[config.mk]
export PLATFORM = sky130hd
export DESIGN_NAME = approximate_substring_match_unit_flat
export DESIGN_NICKNAME = d
export VERILOG_FILES = /design/src/design/asm_pkg.sv /design/src/design/asm_in_if.sv /design/src/design/asm_out_if.sv /design/src/design/asm_cfg_if.sv /design/src/design/approximate_substring_match_unit.sv /design/src/design/asm_cell.sv /design/src/flat_wrapper.sv
export SDC_FILE = /design/constraint.sdc
export NUM_CORES = 2
export LEC_CHECK = 0
export BUFFER_PORTS_ARGS = -buffer_cell sky130_fd_sc_hd__buf_4
export CORE_AREA = 2 2 429 431
export DETAILED_ROUTE_END_ITERATION = 6
export DIE_AREA = 0 0 431 433
export HOLD_SLACK_MARGIN = 0.12
export SETUP_SLACK_MARGIN = 0.02
export SYNTH_ARGS = -nofsm -noshare
export SYNTH_HDL_FRONTEND = slang
export SYNTH_HIERARCHICAL = 1
export SYNTH_SLANG_ARGS = --single-unit
[constraint.sdc]
create_clock -name clk -period 6.9 [get_ports clk]
set_input_delay 0 -clock clk [delete_from_list [all_inputs] [get_ports clk]]
set_output_delay 0 -clock clk [all_outputs]
set_load 0.1 [all_outputs]
[src/design/asm_pkg.sv]
// Shared types and constants of the approximate substring match unit.
// No dependencies; compile first.
`timescale 1ns / 1ps

package asm_pkg;

    localparam int BYTE_BITS       = 8;
    localparam int DIST_BITS       = 6;
    localparam int LEN_BITS        = 6;
    localparam int PAT_WORDS       = 4;
    localparam int PAT_CHARS       = PAT_WORDS * 8;
    localparam int CFG_IDX_BITS    = 3;
    localparam int CFG_DATA_BITS   = 64;
    localparam int DIST_MAX        = 63;
    localparam int MAX_PATTERN_DEF = 32;
    localparam int CHAR_BITS_DEF   = 8;

    // Configuration register indexes
    localparam logic [CFG_IDX_BITS-1:0] REG_PATTERN_WORD0  = 3'd0;
    localparam logic [CFG_IDX_BITS-1:0] REG_PATTERN_WORD1  = 3'd1;
    localparam logic [CFG_IDX_BITS-1:0] REG_PATTERN_WORD2  = 3'd2;
    localparam logic [CFG_IDX_BITS-1:0] REG_PATTERN_WORD3  = 3'd3;
    localparam logic [CFG_IDX_BITS-1:0] REG_PATTERN_LENGTH = 3'd4;
    localparam logic [CFG_IDX_BITS-1:0] REG_MAX_ERRORS     = 3'd5;

    typedef logic [DIST_BITS-1:0] dist_t;

    // Data handed from one cell to the next
    typedef struct packed {
        logic                 fire;
        logic                 last;
        logic [BYTE_BITS-1:0] ch;
        dist_t                left;
        dist_t                diag;
    } asm_link_t;

    typedef enum logic [1:0] {
        ST_IDLE,
        ST_RUN,
        ST_HOLD
    } asm_state_t;

endpackage

[src/design/asm_in_if.sv]
// Text item channel: valid/ready plus one text byte and its end mark.
// Depends on asm_pkg.
`timescale 1ns / 1ps

interface asm_in_if;
    import asm_pkg::*;

    logic                 valid;
    logic                 ready;
    logic [BYTE_BITS-1:0] text_char;
    logic                 end_of_text;

    modport source (output valid, output text_char, output end_of_text, input ready);
    modport sink   (input valid, input text_char, input end_of_text, output ready);
endinterface

[src/design/asm_out_if.sv]
// Result channel: valid/ready plus distance, found flag and end mark.
// Depends on asm_pkg.
`timescale 1ns / 1ps

interface asm_out_if;
    import asm_pkg::*;

    logic                 valid;
    logic                 ready;
    logic [DIST_BITS-1:0] end_distance;
    logic                 found_so_far;
    logic                 text_done;

    modport source (output valid, output end_distance, output found_so_far,
                    output text_done, input ready);
    modport sink   (input valid, input end_distance, input found_so_far,
                    input text_done, output ready);
endinterface

[src/design/asm_cfg_if.sv]
// Configuration write channel: valid/ready, register index and write data.
// Depends on asm_pkg.
`timescale 1ns / 1ps

interface asm_cfg_if;
    import asm_pkg::*;

    logic                     valid;
    logic                     ready;
    logic [CFG_IDX_BITS-1:0]  index;
    logic [CFG_DATA_BITS-1:0] data;

    modport source (output valid, output index, output data, input ready);
    modport sink   (input valid, input index, input data, output ready);
endinterface

[src/design/approximate_substring_match_unit.sv]
// Top level of the approximate substring match unit: configuration
// registers, item control and the cell chain. Depends on asm_pkg, the
// asm_*_if interfaces and asm_cell.
`timescale 1ns / 1ps

// Usage
//   text_in    : one text byte per transfer, end_of_text marks the last one.
//   result_out : one result per text byte: distance of the whole pattern
//                ending there, sticky found flag, and the end mark echoed.
//   cfg        : register writes (pattern words 0..3, pattern_length,
//                max_errors); ready is always high, write only while idle.
// Item flow
//   One item is in the chain at a time. After a text transfer the
//   wavefront walks the MAX_PATTERN cells at one cell per cycle. The
//   result is registered once the wavefront leaves the last cell and the
//   output register is free, and text_in.ready returns at the same time:
//   no new text byte is taken before the last one is through the chain.
// Reset and stalls
//   Reset clears the configuration and control registers; reset and every
//   end_of_text item load column entry j with j+1 and clear the found flag.
//   A finished result waits in the output register while the receiver
//   stalls; the next text byte is still taken and runs through the chain,
//   and its result holds until the output register frees up.

module approximate_substring_match_unit #(
    parameter int MAX_PATTERN = asm_pkg::MAX_PATTERN_DEF,
    parameter int CHAR_BITS   = asm_pkg::CHAR_BITS_DEF
) (
    input  logic       clk,
    input  logic       rst_n,
    asm_in_if.sink     text_in,
    asm_out_if.source  result_out,
    asm_cfg_if.sink    cfg
);
    import asm_pkg::*;

    // active length never exceeds the chain or the pattern registers
    localparam int LEN_CAP = (MAX_PATTERN < PAT_CHARS) ? MAX_PATTERN : PAT_CHARS;

    // ---------------------------------------------------------------
    // Configuration registers
    // ---------------------------------------------------------------
    logic [CFG_DATA_BITS-1:0] pattern_word_reg [PAT_WORDS];
    logic [LEN_BITS-1:0]      pattern_length_reg;
    logic [LEN_BITS-1:0]      max_errors_reg;

    assign cfg.ready = 1'b1;

    always_ff @(posedge clk or negedge rst_n)
    begin
        if (!rst_n)
        begin
            for (int w = 0; w < PAT_WORDS; w++)
                pattern_word_reg[w] <= '0;
            pattern_length_reg <= '0;
            max_errors_reg     <= '0;
        end
        else if (cfg.valid)
        begin
            unique case (cfg.index)
                REG_PATTERN_WORD0:  pattern_word_reg[0] <= cfg.data;
                REG_PATTERN_WORD1:  pattern_word_reg[1] <= cfg.data;
                REG_PATTERN_WORD2:  pattern_word_reg[2] <= cfg.data;
                REG_PATTERN_WORD3:  pattern_word_reg[3] <= cfg.data;
                REG_PATTERN_LENGTH: pattern_length_reg  <= cfg.data[LEN_BITS-1:0];
                REG_MAX_ERRORS:     max_errors_reg      <= cfg.data[LEN_BITS-1:0];
                default:            ; // drop writes to unused indexes
            endcase
        end
    end

    logic [PAT_WORDS*CFG_DATA_BITS-1:0] pattern_flat;
    logic [LEN_BITS-1:0]                act_len;

    always_comb
    begin
        for (int w = 0; w < PAT_WORDS; w++)
            pattern_flat[w*CFG_DATA_BITS +: CFG_DATA_BITS] = pattern_word_reg[w];
        act_len = (pattern_length_reg > LEN_BITS'(LEN_CAP)) ? LEN_BITS'(LEN_CAP)
                                                            : pattern_length_reg;
    end

    // ---------------------------------------------------------------
    // Item control
    // ---------------------------------------------------------------
    asm_state_t           state_reg, state_next;
    logic                 start_reg;
    logic [BYTE_BITS-1:0] item_ch_reg;
    logic                 item_last_reg;
    dist_t                dist_hold_reg, dist_hold_next;
    logic                 found_reg, found_next;
    logic                 out_valid_reg, out_valid_next;
    dist_t                out_dist_reg;
    logic                 out_found_reg;
    logic                 out_done_reg;

    logic       in_xfer;
    logic       load_out;
    logic       chain_done;
    asm_link_t  links [MAX_PATTERN+1];

    assign in_xfer    = text_in.valid && text_in.ready;
    assign chain_done = links[MAX_PATTERN].fire;

    // next state
    always_comb
    begin
        state_next = state_reg;
        unique case (state_reg)
            ST_IDLE: if (in_xfer)    state_next = ST_RUN;
            ST_RUN:  if (chain_done) state_next = ST_HOLD;
            ST_HOLD: if (load_out)   state_next = ST_IDLE;
            default: state_next = ST_IDLE;
        endcase
    end

    // state outputs
    always_comb
    begin
        text_in.ready = 1'b0;
        load_out      = 1'b0;
        unique case (state_reg)
            ST_IDLE: text_in.ready = 1'b1;
            ST_RUN:  ;
            ST_HOLD: load_out = !out_valid_reg || result_out.ready;
            default: ;
        endcase
    end

    always_ff @(posedge clk or negedge rst_n)
    begin
        if (!rst_n)
        begin
            state_reg <= ST_IDLE;
            start_reg <= 1'b0;
        end
        else
        begin
            state_reg <= state_next;
            start_reg <= in_xfer;
        end
    end

    // hold the item for the chain entry and for the result's end mark
    always_ff @(posedge clk)
    begin
        if (in_xfer)
        begin
            item_ch_reg   <= text_in.text_char;
            item_last_reg <= text_in.end_of_text;
        end
    end

    // ---------------------------------------------------------------
    // Cell chain
    // ---------------------------------------------------------------
    assign links[0] = '{fire: start_reg, last: item_last_reg, ch: item_ch_reg,
                        left: '0, diag: '0};

    for (genvar k = 0; k < MAX_PATTERN; k++)
    begin : g_chain
        logic [BYTE_BITS-1:0] pat_char;

        if (k < PAT_CHARS)
        begin : g_pat
            assign pat_char = pattern_flat[k*BYTE_BITS +: BYTE_BITS];
        end
        else
        begin : g_zero
            // characters beyond the pattern registers read as zero
            assign pat_char = '0;
        end

        asm_cell #(
            .CELL_INDEX (k),
            .CHAR_BITS  (CHAR_BITS)
        ) u_cell (
            .clk      (clk),
            .rst_n    (rst_n),
            .pat_char (pat_char),
            .link_in  (links[k]),
            .link_out (links[k+1])
        );
    end

    // tap the new value of the cell at the pattern end as the wavefront leaves it
    always_comb
    begin
        dist_hold_next = dist_hold_reg;
        for (int k = 0; k < LEN_CAP; k++)
        begin
            if (links[k+1].fire && act_len == LEN_BITS'(k + 1))
                dist_hold_next = links[k+1].left;
        end
    end

    always_ff @(posedge clk)
    begin
        dist_hold_reg <= dist_hold_next;
    end

    // ---------------------------------------------------------------
    // Result register and found flag
    // ---------------------------------------------------------------
    dist_t result_dist;

    always_comb
    begin
        result_dist = (act_len == '0) ? '0 : dist_hold_reg;
        found_next  = found_reg || (result_dist <= max_errors_reg)
                                || (act_len <= max_errors_reg);
        out_valid_next = out_valid_reg;
        if (load_out)
            out_valid_next = 1'b1;
        else if (result_out.ready)
            out_valid_next = 1'b0;
    end

    always_ff @(posedge clk or negedge rst_n)
    begin
        if (!rst_n)
        begin
            found_reg     <= 1'b0;
            out_valid_reg <= 1'b0;
        end
        else
        begin
            out_valid_reg <= out_valid_next;
            if (load_out)
                found_reg <= item_last_reg ? 1'b0 : found_next; // restart after end of text
        end
    end

    always_ff @(posedge clk)
    begin
        if (load_out)
        begin
            out_dist_reg  <= result_dist;
            out_found_reg <= found_next;
            out_done_reg  <= item_last_reg;
        end
    end

    assign result_out.valid        = out_valid_reg;
    assign result_out.end_distance = out_dist_reg;
    assign result_out.found_so_far = out_found_reg;
    assign result_out.text_done    = out_done_reg;

endmodule

[src/design/asm_cell.sv]
// One cell of the distance chain: holds one column entry and updates it
// when the wavefront passes. Depends on asm_pkg.
`timescale 1ns / 1ps

module asm_cell #(
    parameter int CELL_INDEX = 0,
    parameter int CHAR_BITS  = asm_pkg::CHAR_BITS_DEF
) (
    input  logic                          clk,
    input  logic                          rst_n,
    input  logic [asm_pkg::BYTE_BITS-1:0] pat_char,
    input  asm_pkg::asm_link_t            link_in,
    output asm_pkg::asm_link_t            link_out
);
    import asm_pkg::*;

    localparam int CMP_BITS = (CHAR_BITS < BYTE_BITS) ? CHAR_BITS : BYTE_BITS;
    localparam int INIT_VAL = (CELL_INDEX + 1 > DIST_MAX) ? DIST_MAX : CELL_INDEX + 1;

    dist_t                dist_reg, dist_next;
    logic                 fire_reg;
    logic                 last_reg;
    logic [BYTE_BITS-1:0] ch_reg;
    dist_t                left_reg, left_next;
    dist_t                diag_reg;

    logic  match;
    dist_t min_val;
    dist_t step_val;

    always_comb
    begin
        match   = (pat_char[CMP_BITS-1:0] == link_in.ch[CMP_BITS-1:0]);
        min_val = dist_reg;
        if (link_in.left < min_val)
            min_val = link_in.left;
        if (link_in.diag < min_val)
            min_val = link_in.diag;
        // saturate at the top of the distance range
        step_val  = (min_val == DIST_BITS'(DIST_MAX)) ? min_val : min_val + 1'b1;
        left_next = match ? link_in.diag : step_val;
        dist_next = dist_reg;
        if (link_in.fire)
            dist_next = link_in.last ? DIST_BITS'(INIT_VAL) : left_next;
    end

    always_ff @(posedge clk or negedge rst_n)
    begin
        if (!rst_n)
        begin
            dist_reg <= DIST_BITS'(INIT_VAL);
            fire_reg <= 1'b0;
        end
        else
        begin
            dist_reg <= dist_next;
            fire_reg <= link_in.fire;
        end
    end

    // pass the wavefront on: new value as left, old value as diagonal
    always_ff @(posedge clk)
    begin
        if (link_in.fire)
        begin
            last_reg <= link_in.last;
            ch_reg   <= link_in.ch;
            left_reg <= left_next;
            diag_reg <= dist_reg;
        end
    end

    assign link_out = '{fire: fire_reg, last: last_reg, ch: ch_reg,
                        left: left_reg, diag: diag_reg};

endmodule

[src/flat_wrapper.sv]
// flat-port wrapper written by rule: the top's interface ports become plain ports
module approximate_substring_match_unit_flat import asm_pkg::*;
#(
    parameter int MAX_PATTERN = asm_pkg::MAX_PATTERN_DEF,
    parameter int CHAR_BITS   = asm_pkg::CHAR_BITS_DEF
)
  (clk, rst_n, text_in_valid, text_in_text_char, text_in_end_of_text, text_in_ready, result_out_valid, result_out_end_distance, result_out_found_so_far, result_out_text_done, result_out_ready, cfg_valid, cfg_index, cfg_data, cfg_ready);
  asm_in_if text_in_i ();
  asm_out_if result_out_i ();
  asm_cfg_if cfg_i ();
  input  logic clk;
  input  logic rst_n;
  input wire logic [$bits(text_in_i.valid)-1:0] text_in_valid;
  input wire logic [$bits(text_in_i.text_char)-1:0] text_in_text_char;
  input wire logic [$bits(text_in_i.end_of_text)-1:0] text_in_end_of_text;
  output wire logic [$bits(text_in_i.ready)-1:0] text_in_ready;
  output wire logic [$bits(result_out_i.valid)-1:0] result_out_valid;
  output wire logic [$bits(result_out_i.end_distance)-1:0] result_out_end_distance;
  output wire logic [$bits(result_out_i.found_so_far)-1:0] result_out_found_so_far;
  output wire logic [$bits(result_out_i.text_done)-1:0] result_out_text_done;
  input wire logic [$bits(result_out_i.ready)-1:0] result_out_ready;
  input wire logic [$bits(cfg_i.valid)-1:0] cfg_valid;
  input wire logic [$bits(cfg_i.index)-1:0] cfg_index;
  input wire logic [$bits(cfg_i.data)-1:0] cfg_data;
  output wire logic [$bits(cfg_i.ready)-1:0] cfg_ready;
  assign text_in_i.valid = text_in_valid;
  assign text_in_i.text_char = text_in_text_char;
  assign text_in_i.end_of_text = text_in_end_of_text;
  assign text_in_ready = text_in_i.ready;
  assign result_out_valid = result_out_i.valid;
  assign result_out_end_distance = result_out_i.end_distance;
  assign result_out_found_so_far = result_out_i.found_so_far;
  assign result_out_text_done = result_out_i.text_done;
  assign result_out_i.ready = result_out_ready;
  assign cfg_i.valid = cfg_valid;
  assign cfg_i.index = cfg_index;
  assign cfg_i.data = cfg_data;
  assign cfg_ready = cfg_i.ready;
  approximate_substring_match_unit #(.MAX_PATTERN(MAX_PATTERN), .CHAR_BITS(CHAR_BITS)) u_core (.clk(clk), .rst_n(rst_n), .text_in(text_in_i), .result_out(result_out_i), .cfg(cfg_i));
endmodule
==> impl_metrics.ini <==
[worst_setup_path]
required_ps = 7430
crit_chain = and3b_1 -> buf_4 -> and3_1 -> nor3_1 -> o221ai_1 -> nor4_1 -> o21ai_1 -> a41oi_1
worstPathArrival_ps = 5750
regToRegSetupSlack_ps = 1680
slowest_delay_ps = 930
path_buf_inv = 1
endpoint_kind = flop
worst_r2r_path_depth = 8
crit_family = simple AND/OR/NAND/NOR gates
cp_max_fo = 14
startpoint_type = flop
timing.rr.end = u_core/dist_hold_reg[2]
worst-setup-path-type = flop to flop
rr_startpoint = u_core/pattern_length_reg[1]
slowest_stage = nor4_1

[sta]
final.min_clock_period_ps = 5216
clock_skew_ps = 35.07
finalSetupViolCount = 0
max-slew-margin-rel_pct = 22.50
hold_viol = 0
setup_tns_ps = 0
fmax_ghz = 0.1917
worstMarginPinSlew_ps = 1163
finalCritPeriodShare_pct = 75.60
slew_viol_final = 0
grt_setup_unrepaired = no

[routing]
wl_per_cell_microns = 24.84
postRouteWirelength_mm = 231.3
final_antenna_net_count = 0
drtPass1Iterations = 6
vias_per_cell = 6.025
dr_total_vias = 56104
drt_iter0_drc = 5516
drc_errors = 0

[clocking]
cts_tree = yes
cts.sinks = 1177
cts_inserted_buffers = 135
cts_buffer_depth = 3
cts_resized = 0
root_buffer = clkbuf_16
path_clk_slew_ps = 60
htree_levels = 4
clk_latency_ps = 800

[cells_and_area]
layout-drive-gt1-share_pct = 16.57
final_cell_area_sq_um = 80870
final_nets = 7184
seqCellArea_sq_um = 32960
final_util_pct = 44.41
multi_input_area_sq_um = 36480
area_delta_synth_final_pct = 12.18
largest_register_ffs = 256
n_fill_cell = 16802

[die]
start_util_pct = 39.59
core-area_sq_um = 182100
die_h_microns = 433
ioPinCount = 92
chipWidth_microns = 431
fp.dieArea_sq_um = 186600
fp-row-count = 157

[power]
power.density_nw_per_um2 = 373.8
p_total_mw = 30.23
p_leak_nw = 31.33
peakVddDrop_mv = 0.2721

[place]
gp_congestion = 0.9562
hpwlAfterDp_mm = 171.7
port_buffers = 90
placed_area_sq_um = 74930

[synth]
synthCells = 6569
synth_area_sq_um = 72090
syn_area_per_cell_sq_um = 10.97
yosysWarnings = 6

[hold_path]
worstHoldEndpoint = u_core/g_chain[29].pat_char[6]
min_from = cfg_data[46]
hold_depth = 3
worstHoldPathType = primary input to flop

[grt]
grt_usage_pct = 24.42
grt_pass1_wl_mm = 347.7
grt_max_degree = 119
grt_overflow_total = 0
antenna_found_initial = 20
grt_pass1_vias = 54527

[flow_run]
drv_cap = 0

[status]
outcome = finished, final reports clean
metal layers:
metal,vias to the layer above,share of wire (%),GRT usage [%]
li1,25648,-,-
met1,27982,41,31.32
met2,2019,48,40.64
met3,447,5.6,3.317
met4,8,5.0,11.75
met5,-,0.025,0
worst max path at each step:
stage,startpoint,endpoint,cells after the start,slack (ps)
final,u_core/pattern_length_reg[1],u_core/dist_hold_reg[2],8,1680
after global routing,u_core/pattern_length_reg[1],u_core/dist_hold_reg[2],8,1570
after CTS,u_core/pattern_length_reg[1],u_core/dist_hold_reg[2],8,1880
after detailed placement,u_core/pattern_length_reg[1],u_core/dist_hold_reg[2],8,1910
after global placement,u_core/pattern_length_reg[1],u_core/dist_hold_reg[2],8,1850
after floorplan,u_core/g_chain[25].u_cell/dist_reg[4],u_core/g_chain[25].u_cell/left_reg[4],15,2960
power by group:
| group | switching (mW) | leakage, nW | internal [mW] | total [mW] |
|---|---|---|---|---|
| combinational | 7.31 | 16.9 | 5.24 | 12.5 |
| clock | 3.06 | 2.22 | 4.27 | 7.34 |
| sequential | 1.37 | 12.2 | 8.98 | 10.3 |
| total | 11.7 | 31.3 | 18.5 | 30.2 |
worst min-delay path, stage by stage:
cell and delay, ps:
dlygate4sd3_1 530, buf_4 220, mux2_2 180
through the flow:
step,instances,hold slack (ps),setup WS [ps]
final,9312,182.2,1684
after floorplan,6620,-295.6,2963
after detailed placement,8917,60.75,1906
after global routing,9305,160.0,1573
after CTS,9303,131.3,1877
after global placement,8917,62.04,1848
placed cells by master (no fill, tap or decap), types with 134 or more instances in the layout:
cell and n:
a21oi_1 302, buf_4 142, clkbuf_16 140, dfrtp_1 414, dlygate4sd3_1 134, edfxtp_1 680
ha_1 299, inv_1 369, mux2_2 321, mux2i_1 241, nand2_1 471, nand3_1 219
nor2_1 399, o21ai_0 188, xor2_1 202
final cells by class:
type	instances	area share (%)
flip-flops and latches	1177	40.76
multi-input cells	4836	45.11
clock buffers	192	4.809
repair buffers	279	3.054
inverters	375	1.741
clock inverters	59	0.8107
well taps	2385	3.690
diodes	9	0.02785
what timing repair did:
item / in CTS / in global routing
setup endpoints to repair: 0 / 0
hold endpoints to repair: 725 / 0
hold buffers: 135 / 0
setup buffers: 0 / 0
Note: power is estimated with default switching activity, not from simulation.
